==> src/sv/go_to_goal_pid_with_obstacle_avoid_core_assert.svh <==
// ----------------------------------------------------------------------------
// Go-to-goal controller assertion macros
// Shared property templates for the concurrent checks in the top level.
// ----------------------------------------------------------------------------
`ifndef GO_TO_GOAL_PID_WITH_OBSTACLE_AVOID_CORE_ASSERT_SVH
`define GO_TO_GOAL_PID_WITH_OBSTACLE_AVOID_CORE_ASSERT_SVH

// The consequent must hold in the same cycle as the antecedent.
`define GTG_ASSERT_NOW(lbl, ck, rn, ant, con, msg) \
  lbl: assert property (@(posedge ck) disable iff (!rn) (ant) |-> (con)) \
    else $error(msg);

// The consequent must hold in the cycle after the antecedent.
`define GTG_ASSERT_NEXT(lbl, ck, rn, ant, con, msg) \
  lbl: assert property (@(posedge ck) disable iff (!rn) (ant) |=> (con)) \
    else $error(msg);

`endif

==> src/sv/gtgpid_pkg.sv <==
// ----------------------------------------------------------------------------
// Go-to-goal controller package
// Types, command codes, register indexes and constants shared by all modules.
// ----------------------------------------------------------------------------
`default_nettype none
package gtgpid_pkg;

  localparam int unsigned CordicSteps = 16;
  localparam int unsigned SqrtSteps   = 17;

  localparam logic [16:0] HalfPiQ16   = 17'd102944;
  localparam logic [18:0] PiQ16       = 19'd205887;
  localparam logic [18:0] TwoPiQ16    = 19'd411775;
  localparam logic [14:0] TwoPiQ11    = 15'd12868;
  localparam logic [13:0] HalfTurnQ11 = 14'd6434;
  localparam logic [13:0] QuarterQ11  = 14'd3217;
  localparam logic [13:0] ThreeQtrQ11 = 14'd9651;

  localparam logic [14:0] GoalXReset       = 15'd18432;
  localparam logic [14:0] GoalYReset       = 15'd18432;
  localparam logic [14:0] AvoidRadiusReset = 15'd4096;
  localparam logic [23:0] KpHeadingReset   = 24'd360448;
  localparam logic [23:0] KiHeadingReset   = 24'd66;
  localparam logic [23:0] KpSpeedReset     = 24'd32768;
  localparam logic [23:0] KpAvoidReset     = 24'd39322;

  typedef enum logic [2:0] {
    REG_GOAL_X       = 3'd0,
    REG_GOAL_Y       = 3'd1,
    REG_AVOID_RADIUS = 3'd2,
    REG_KP_HEADING   = 3'd3,
    REG_KI_HEADING   = 3'd4,
    REG_KP_SPEED     = 3'd5,
    REG_KP_AVOID     = 3'd6
  } reg_idx_t;

  typedef enum logic [3:0] {
    OP_NONE,
    OP_LOAD,
    OP_SQUARE,
    OP_SQ_SUM,
    OP_SQRT_STEP,
    OP_SQRT_END,
    OP_COR_INIT,
    OP_COR_STEP,
    OP_COR_END,
    OP_MUL_A,
    OP_ERR,
    OP_MUL_B,
    OP_FINISH
  } op_t;

  typedef enum logic [3:0] {
    ST_IDLE,
    ST_SQUARE,
    ST_SQ_SUM,
    ST_SQRT,
    ST_SQRT_END,
    ST_COR_INIT,
    ST_COR,
    ST_COR_END,
    ST_MUL_A,
    ST_ERR,
    ST_MUL_B,
    ST_FINISH
  } state_t;

  // Which vector the shared units work on.
  localparam logic SEL_OBS  = 1'b0;
  localparam logic SEL_GOAL = 1'b1;

  typedef struct packed {
    op_t        op;
    logic       sel;
    logic [3:0] idx;
  } gtg_cmd_t;

  // CORDIC arctangent table, Q16 radians.
  function automatic logic [16:0] atan_q16(input logic [3:0] i);
    logic [16:0] v;
    unique case (i)
      4'd0:  v = 17'd51472;
      4'd1:  v = 17'd30386;
      4'd2:  v = 17'd16055;
      4'd3:  v = 17'd8150;
      4'd4:  v = 17'd4091;
      4'd5:  v = 17'd2047;
      4'd6:  v = 17'd1024;
      4'd7:  v = 17'd512;
      4'd8:  v = 17'd256;
      4'd9:  v = 17'd128;
      4'd10: v = 17'd64;
      4'd11: v = 17'd32;
      4'd12: v = 17'd16;
      4'd13: v = 17'd8;
      4'd14: v = 17'd4;
      4'd15: v = 17'd2;
    endcase
    return v;
  endfunction

endpackage
`default_nettype wire

==> src/sv/gtgpid_ctrl.sv <==
// ----------------------------------------------------------------------------
// Go-to-goal controller sequencer
// Steps the datapath through square root, CORDIC and PI loop phases.
// ----------------------------------------------------------------------------
`default_nettype none
module gtgpid_ctrl (
  input  wire logic                 clk,
  input  wire logic                 rst_n,
  input  wire logic                 in_tvalid,
  output logic                      in_tready,
  output logic                      out_tvalid,
  input  wire logic                 out_tready,
  output gtgpid_pkg::gtg_cmd_t      cmd
);

  gtgpid_pkg::state_t state_r, state_nxt;
  logic       sel_r, sel_nxt;
  logic [4:0] cnt_r, cnt_nxt;
  logic       out_valid_r, out_valid_nxt;
  logic       slot_free;

  assign slot_free  = !out_valid_r || out_tready;
  assign in_tready  = (state_r == gtgpid_pkg::ST_IDLE);
  assign out_tvalid = out_valid_r;

  always_comb begin
    state_nxt = state_r;
    sel_nxt   = sel_r;
    cnt_nxt   = cnt_r;
    unique case (state_r)
      gtgpid_pkg::ST_IDLE: begin
        if (in_tvalid) begin
          state_nxt = gtgpid_pkg::ST_SQUARE;
          sel_nxt   = gtgpid_pkg::SEL_OBS;
        end
      end
      gtgpid_pkg::ST_SQUARE: state_nxt = gtgpid_pkg::ST_SQ_SUM;
      gtgpid_pkg::ST_SQ_SUM: begin
        state_nxt = gtgpid_pkg::ST_SQRT;
        cnt_nxt   = '0;
      end
      gtgpid_pkg::ST_SQRT: begin
        cnt_nxt = cnt_r + 5'd1;
        if (cnt_r == 5'(gtgpid_pkg::SqrtSteps - 1)) begin
          state_nxt = gtgpid_pkg::ST_SQRT_END;
        end
      end
      gtgpid_pkg::ST_SQRT_END: begin
        if (sel_r == gtgpid_pkg::SEL_OBS) begin
          sel_nxt   = gtgpid_pkg::SEL_GOAL;
          state_nxt = gtgpid_pkg::ST_SQUARE;
        end else begin
          sel_nxt   = gtgpid_pkg::SEL_OBS;
          state_nxt = gtgpid_pkg::ST_COR_INIT;
        end
      end
      gtgpid_pkg::ST_COR_INIT: begin
        state_nxt = gtgpid_pkg::ST_COR;
        cnt_nxt   = '0;
      end
      gtgpid_pkg::ST_COR: begin
        cnt_nxt = cnt_r + 5'd1;
        if (cnt_r == 5'(gtgpid_pkg::CordicSteps - 1)) begin
          state_nxt = gtgpid_pkg::ST_COR_END;
        end
      end
      gtgpid_pkg::ST_COR_END: begin
        if (sel_r == gtgpid_pkg::SEL_OBS) begin
          sel_nxt   = gtgpid_pkg::SEL_GOAL;
          state_nxt = gtgpid_pkg::ST_COR_INIT;
        end else begin
          state_nxt = gtgpid_pkg::ST_MUL_A;
        end
      end
      gtgpid_pkg::ST_MUL_A: state_nxt = gtgpid_pkg::ST_ERR;
      gtgpid_pkg::ST_ERR:   state_nxt = gtgpid_pkg::ST_MUL_B;
      gtgpid_pkg::ST_MUL_B: state_nxt = gtgpid_pkg::ST_FINISH;
      gtgpid_pkg::ST_FINISH: begin
        if (slot_free) begin
          state_nxt = gtgpid_pkg::ST_IDLE;
        end
      end
      default: state_nxt = gtgpid_pkg::ST_IDLE;
    endcase
  end

  always_comb begin
    cmd.op        = gtgpid_pkg::OP_NONE;
    cmd.sel       = sel_r;
    cmd.idx       = cnt_r[3:0];
    out_valid_nxt = out_valid_r && !out_tready;
    unique case (state_r)
      gtgpid_pkg::ST_IDLE: begin
        if (in_tvalid) cmd.op = gtgpid_pkg::OP_LOAD;
      end
      gtgpid_pkg::ST_SQUARE:   cmd.op = gtgpid_pkg::OP_SQUARE;
      gtgpid_pkg::ST_SQ_SUM:   cmd.op = gtgpid_pkg::OP_SQ_SUM;
      gtgpid_pkg::ST_SQRT:     cmd.op = gtgpid_pkg::OP_SQRT_STEP;
      gtgpid_pkg::ST_SQRT_END: cmd.op = gtgpid_pkg::OP_SQRT_END;
      gtgpid_pkg::ST_COR_INIT: cmd.op = gtgpid_pkg::OP_COR_INIT;
      gtgpid_pkg::ST_COR:      cmd.op = gtgpid_pkg::OP_COR_STEP;
      gtgpid_pkg::ST_COR_END:  cmd.op = gtgpid_pkg::OP_COR_END;
      gtgpid_pkg::ST_MUL_A:    cmd.op = gtgpid_pkg::OP_MUL_A;
      gtgpid_pkg::ST_ERR:      cmd.op = gtgpid_pkg::OP_ERR;
      gtgpid_pkg::ST_MUL_B:    cmd.op = gtgpid_pkg::OP_MUL_B;
      gtgpid_pkg::ST_FINISH: begin
        if (slot_free) begin
          cmd.op        = gtgpid_pkg::OP_FINISH;
          out_valid_nxt = 1'b1;
        end
      end
      default: cmd.op = gtgpid_pkg::OP_NONE;
    endcase
  end

  always_ff @(posedge clk) begin
    if (!rst_n) begin
      state_r     <= gtgpid_pkg::ST_IDLE;
      sel_r       <= gtgpid_pkg::SEL_OBS;
      cnt_r       <= '0;
      out_valid_r <= 1'b0;
    end else begin
      state_r     <= state_nxt;
      sel_r       <= sel_nxt;
      cnt_r       <= cnt_nxt;
      out_valid_r <= out_valid_nxt;
    end
  end

endmodule
`default_nettype wire

==> config.mk <==
export PLATFORM = sky130hd
export DESIGN_NAME = gtgpid_ctrl
export DESIGN_NICKNAME = d
export VERILOG_FILES = /design/src/sv/go_to_goal_pid_with_obstacle_avoid_core_assert.svh /design/src/sv/gtgpid_pkg.sv /design/src/sv/gtgpid_ctrl.sv
export SDC_FILE = /design/constraint.sdc
export NUM_CORES = 1
export LEC_CHECK = 0
export BUFFER_PORTS_ARGS = -buffer_cell sky130_fd_sc_hd__buf_2
export CORE_MARGIN = 4
export CORE_UTILIZATION = 50
export CTS_BUF_LIST = sky130_fd_sc_hd__clkbuf_8
export DETAILED_ROUTE_END_ITERATION = 16
export MAX_ROUTING_LAYER = met4
export PLACE_DENSITY = 0.73
export SYNTH_ARGS = -nofsm -noshare
export SYNTH_HDL_FRONTEND = slang
export SYNTH_SLANG_ARGS = --single-unit
==> constraint.sdc <==
create_clock -name clk -period 2.1 [get_ports clk]
set_input_delay 0.105 -clock clk [delete_from_list [all_inputs] [get_ports clk]]
set_output_delay 0.105 -clock clk [all_outputs]
set_load 0.01 [all_outputs]
==> metrics list, run 1 <==
- Cell count after synthesis: 103
- Largest area contributor in the netlist: dfxtp_1
- The die is 47.2 µm tall.
- In the layout the commonest cells are 14 x buf_2, 12 x nor2_1, 11 x dfxtp_1.
* Number of vias per cell: 5.86
* Number of cells traversed by the worst register-to-register path: 7
* Maximum root-to-sink buffer count: 2
- Worst hold margin: 125 ps
- Across all register-to-register paths, the minimum setup slack is 460 ps.
- For the worst-skew pair, the clock arrives at the later sink with an insertion delay of 250 ps.
- Antenna violations before repair: 0
* Status: finished clean
- For this run, the number of Yosys warnings is 0.
- CP Class: reg2out
- After the last flow step, the layout net total stands at 118.
- Of the total synthesized cell area, the portion taken by XOR and XNOR cells is 2.28%.
* H-tree depth reported by CTS: 1
* Largest net degree at the start of global routing: 19
- Number of global-route vias before repair: 614
- Setup_tns: 0 ps
- Clock power frac: 27.7%
- Port buffering added 14 buffers.
- Max frequency: 582 MHz
* Transition time of the tightest slew-check pin: 552 ps
* Layout cells sized above 1: 16.4%
* Final antenna-violating net count: 0
* Post-Synthesis Mean Instance Area: 7.46 µm²
* Critical Path, Cell by Cell: or4_1 > and3_1 > buf_2
- Post-synthesis instance area: 768 µm²
* Critical path data arrival time: 1610 ps
- Final cycle utilization of the critical path: 81.8%
* Initial DRT Pass Iterations: 4
- The endpoint identified for the worst register-to-register timing path is state_r[0].
* GRT met3 Usage: 3.45%
* Diodes inserted: 0
* Full die area: 0.00223 mm²
* Fin area: 826 µm²
- Core utilization of the finished layout: 60.4%
- Setup repair after global routing missed its margin: no
* Top-level port count: 15
- Master of the slowest instance on the critical path: or4_1
* Crit. End Element: primary output
* Share of cell area taken by muxes after synthesis: 0%
- Of all nets on the critical path, the largest fanout is 18.
* Clock tree root buffer cell: clkbuf_8
- Most common cell after layout, fill and taps aside: buf_2
* Post-DP Area: 781 µm²
- After detailed routing, the average wire length per cell comes to 13.4 µm.
- The first routing iteration left 14 violations.
- Chip width: 47.2 µm
- The worst register-to-register path begins at cnt_r[0].
- Cell internal power dissipation: 489 µW
- For met1 alone, demand over resource in global routing was 21.2%.
* Largest family of logic cells by synthesized area: simple AND/OR/NAND/NOR gates
- Portion of the post-synthesis area used by sequential elements: 28.7%
* Sink of the worst hold path: state_r[1]
- Layout filler cell count: 118
- Setup violations remaining at the end of the flow were counted as 0.
- Post-cts resize count: 0
- Synthesized net count: 110
- Post-synth EDFFs: 0
- TritonCTS built the clock tree.
- Endpoint required time on the critical path: 2000 ps
* Final number of hold-violating endpoints: 0
- The most used flip-flop cell after synthesis is dfxtp_1.
* Floorplan row count: 13
- Sorting the synthesized cells by area gives the leading types as dfxtp_1 29%, buf_4 5.9%, nor2_1 5.9%.
- In this run, the combinational gates consume 33.6% of the power.
- Wires add up to 1670 µm.
- Starting Density: 56.2%
- Summed over all layers, the global routing overflow is 0.
- After synthesis, the share of flip-flops with an asynchronous set or reset is 0%.
* Sw Ratio: 38.7%
- Number of max-slew violations in the final report: 0
* Placeable core region: 0.00137 mm²
- Number of clock sinks: 11
- Synth Area in Adders: 4.89%
- Type of origin of the critical path: flop
- Hold repair after CTS inserted 0 buffers.
- Unique cell type count in the Yosys netlist: 33
- Wire length of the first global-routing pass: 2620 µm
- Max-cap violations in this run came to 0.
- Count of buffers added by post-CTS timing repair for setup: 0
- Post-synthesis simple-gate area fraction: 25.1%
* Normalized max-slew margin: 63.2%
- In this design, the stage delay of the slowest critical-path cell is 560 ps.
* Leakage power summed over all cells: 0.370 nW
- Final RePlAce weighted congestion: 0.779
* Share of total power in sequential cells: 38.7%
- Combined global-route utilization of all metal layers: 17.7%
- Flops & latches, synth: 11
- The global routing stage identified its most utilized layer as met2.
- Class of the most critical hold timing path: in2reg
- After detailed routing, the number of remaining DRC violations is 0.
- Number of buffers inserted during clock tree synthesis: 3
* Area growth, synth to finish: 7.49%
- Power density normalized to cell area: 965 mW/mm²
- IR analysis of the VDD net gives a maximum drop of 0.666 mV.
- Clk slew on worst S/H paths: 60 ps
- Worst hold path cell count: 2
- Detailed-route via count: 733
- Total Power Consumption: 797 µW
- GR Util met2: 26.6%
* Post-DP HPWL: 1110 µm
- The synthesized netlist devotes 24.8% of its cell area to compound gates.
- Synth top area share: 28.7%
* Final Critical Period: 1720 ps
- The clock arrives with 5.00 ps of skew.
* Psw: 308 µW
- Origin of the worst min-delay path: rst_n
## routing by layer
layer  share of wire [%]  up-vias
li1                    -      370
met2                  44       22
met5                   0        -
met4                 2.4        0
met3                 6.5        5
met1                  47      336
## cells by family (layout without fill, tap and decap cells)
| logic type | count (synthesis) | in the layout |
|---|---|---|
| flops | 11 | 11 |
| simple gates | 37 | 37 |
| compound gates | 30 | 30 |
| xor+xnor | 2 | 2 |
| buf+inv | 20 | 27 |
| fa+ha+maj | 3 | 3 |
## power by group through the flow
stage,clock [mW],combinational (mW),sequential [mW]
5_1_grt,0.230,0.298,0.315
3_3_place_gp,0,0.264,0.310
6_report,0.221,0.268,0.308
3_5_place_dp,0,0.266,0.312
2_1_floorplan,0,0.257,0.259
4_1_cts,0.219,0.270,0.307
## critical path: cells and delay by family, from the launching register on
| family | cells | cell delay [ps] |
|---|---|---|
| buf+inv | 1 | 130 |
| simple gates | 2 | 760 |
| flops | 1 | 480 |
## through the flow
stage / std cells / worst slack [ps]
after floorplan: 103 / 562
after global placement: 121 / 523
after detailed placement: 121 / 479
after CTS: 125 / 401
after global routing: 125 / 297
final: 125 / 383
## area by class of cell
type	instances	area (µm²)	share of cell area, %
Multi-Input combinational cell	72	438	53.0
Clock inverter	1	3.75	0.455
Tap cell	15	18.8	2.27
Timing Repair Buffer	14	70.1	8.48
Sequential cell	11	220	26.7
Inverter	9	33.8	4.09
Clock buffer	3	41.3	5.00
## flip-flops by register name, indices dropped and copies added (netlist names)
name,flops
state_r,4
sel_r,1
out_tvalid,1
cnt_r,5
## cells in the mapped netlist (all sizes together), types with 3 or more instances
master,instances
ha,3
and3,4
nor2,12
o21a,3
o22ai,3
nor3,3
a21oi,8
dfxtp,11
o21ai,7
nand2,5
buf,11
inv,9
## worst max-delay path by stage
stage | endpoint | cells after the start | from
after floorplan | state_r[0] | 7 | cnt_r[0]
after global routing | cmd[5] | 3 | state_r[2]
after CTS | cmd[5] | 3 | state_r[2]
after detailed placement | state_r[0] | 7 | cnt_r[0]
after global placement | state_r[0] | 7 | cnt_r[0]
final | cmd[5] | 3 | state_r[2]
(Power assumes the default switching activity.)
==> inputs of run 2 (changes only) <==
==> constraint.sdc (replaced) <==
create_clock -name clk -period 1.6 [get_ports clk]
set_input_delay 0.08 -clock clk [delete_from_list [all_inputs] [get_ports clk]]
set_output_delay 0.08 -clock clk [all_outputs]
set_load 0.01 [all_outputs]
==> run 2 against run 1 <==
Against the previous run: cell area rose by 13%; global-route usage rose by 2.1 points; core utilization rose by 8.1 points; clock skew rose by 1.0 ps.
==> metrics list, run 2 (same netlist as run 1, synthesis figures left out) <==
- Clock tree root buffer cell: clkbuf_8
- The clock insertion delay at the later pin of the skew report came to 240 ps (about the same).
- DRC Markers: 0 (unchanged)
- Registers with the most flip-flops: cnt_r x5, state_r x4
* Nets: 127 (+7.6%)
- Floorplan row count: 13 (unchanged)
* Combined flip-flop and latch cell area: 228 µm² (+3.4%)
* Initial DRT Pass Iterations: 6 (+2)
- The run finished with clean final reports.
- The worst setup path is captured at a flop.
- The ratio of routed vias to standard cells is 5.84 (-0.35%).
- The total CTS buffers was 3 (unchanged).
* Post-DP Area: 826 µm² (+5.8%)
- Final number of hold-violating endpoints: 0 (unchanged)
* Worst stage delay on the critical path: 330 ps (-230 ps)
- Setup repair after global routing could not meet its margin everywhere.
- Number of global-route vias before repair: 645 (+5.0%)
- The overall via count from detail_route was 783 (+6.8%).
* Chip width: 47.2 µm (unchanged)
- The initial antenna violation count is 0 (unchanged).
- Worst IR drop on VDD: 0.824 mV (+24%)
- Count of final setup violators: 0 (unchanged)
- Clk slew on worst S/H paths: 50 ps (about the same)
* Final wirelength: 1860 µm (+11%)
- On the critical path, the stage with the largest delay is an instance of dfxtp_2.
- Wirelength per Cell: 13.8 µm (+3.5%)
- CTS tree: done
* Port Buffer Count: 14 (unchanged)
- Maximum root-to-sink buffer count: 2 (unchanged)
* Register ranked first by flip-flop count: cnt_r
- Full die area: 0.00223 mm² (unchanged)
* Top-level port count: 15 (unchanged)
* Starting Density: 56.2% (unchanged)
- The share of final-layout standard cells stronger than drive strength 1 came to 30.3% (+14 points).
- The library cells used most frequently in the layout, excluding fill and tap cells, are 14 x buf_2, 12 x nor2_1, 10 x inv_1.
- The die extent in y is 47.2 µm (unchanged).
- Among the stages of the critical path, the cell type that occurs most often is ha_4.
- The critical path data required time was 1730 ps (-270 ps).
- The largest driver fanout on the critical path came to 2 (-16).
- The global-route wire length before repair is 2950 µm (+13%).
- The pin slew with the least headroom to its limit was 359 ps (-193 ps).
- Starting DRC count in detailed routing: 40 (+26)
- The count of inserted antenna diode cells came to 0 (unchanged).
- The total power draw is 1.10 mW (+38%).
- Critical path data arrival time: 1690 ps (+80 ps)
- Fin area: 936 µm² (+13%)
* H-tree depth reported by CTS: 1 (unchanged)
- Area growth, synth to finish: 21.8%
- Final RePlAce weighted congestion: 0.825 (+6.0%)
* CP delay by family, top: simple AND/OR/NAND/NOR gates
* Critical Path, Cell by Cell: ha_4 > and3_4 > ha_4 > and3b_2 > o21ai_2 > and3_1 > o21a_1
* Number of clock sinks: 11 (unchanged)
* Type of origin of the critical path: flop
- Worst-case clock skew: 6.02 ps (+1.02 ps)
- Max FFs per register: 5 (unchanged)
- The static leakage came to 0.416 nW (+13%).
- Total gr overflow: 0 (unchanged)
* Class of the most critical hold timing path: in2reg
- Final cycle utilization of the critical path: 97.4%
- Max frequency: 641 MHz
- The max-capacitance violation count came to 0 (unchanged).
- The maximum number of pins on one net before global-route repair came to 15 (-4).
- Buf+Inv Stages, Crit Path: 0 (-1)
- The worst slew margin relative to its limit was 75.9% (+13 points).
- The power density normalized to cell area was 1170 mW/mm² (+22%).
- Most common cell after layout, fill and taps aside: buf_2
- Layout filler cell count: 118 (unchanged)
* Area taken by multi-input logic gates: 473 µm² (+8.0%)
- The all-layer global routing usage was 19.8% (+2.1 points).
* Number of max-slew violations in the final report: 0 (unchanged)
* Final antenna-violating net count: 0 (unchanged)
- By startpoint and endpoint, the worst setup path is classified as reg2reg.
* Post-DP HPWL: 1260 µm (+13%)
* Final Critical Period: 1560 ps
* Placeable core region: 0.00137 mm² (unchanged)
[run 2: what timing repair did]
action,4_1_cts,5_1_grt
setup buffers,0,3
pin swaps,0,3
endpoints found under the hold margin,0,0
hold buffers,0,0
resized for setup,2,10
endpoints found under the setup margin,2,4
[run 2: layout make-up]
cell class	instances	share of cell area, %
clock buffer	3	4.41
sequential	11	24.3
clock inverter	1	0.401
inverter	9	3.61
timing repair buffer	23	14.7
tap	15	2.01
multi-input combinational	72	50.5
[run 2: path summary, 6_finish.rpt]
path | slack, ps | startpoint | end | depth (start not counted)
worst max-delay path | 40 | cnt_r[1] | state_r[0] | 7
worst min-delay path | 120 | rst_n | state_r[1] | 2
worst max register to register | 40 | cnt_r[1] | state_r[0] | 7
worst min register to register | 530 | cnt_r[3] | cnt_r[3] | 2
[run 2: metrics by stage]
step,setup WS (ps),instances,hold WS [ps],util (%),setup TNS [ps]
finish,40.8,134,119,68.5,0
global route,-20.0,134,127,68.5,-20.0
CTS,13.8,131,123,64.0,0
detailed placement,23.8,127,367,60.4,0
global placement,65.7,127,349,60.4,0
floorplan,62.1,103,197,-,0
[run 2: layer usage]
| layer | vias up | part of all wire [%] | global-route usage [%] |
|---|---|---|---|
| li1 | 391 | - | - |
| met2 | 43 | 45 | 27.9 |
| met3 | 11 | 6.9 | 3.45 |
| met4 | 0 | 2.4 | 6.63 |
| met1 | 338 | 46 | 28.1 |
| met5 | - | 0 | - |
[run 2: power breakdown]
part / leakage, nW / internal, mW / switching (mW)
Sequential: 0.0913 / 0.309 / 0.0514
Clock: 0.0269 / 0.168 / 0.103
Combinational: 0.298 / 0.208 / 0.259
Total: 0.416 / 0.686 / 0.413
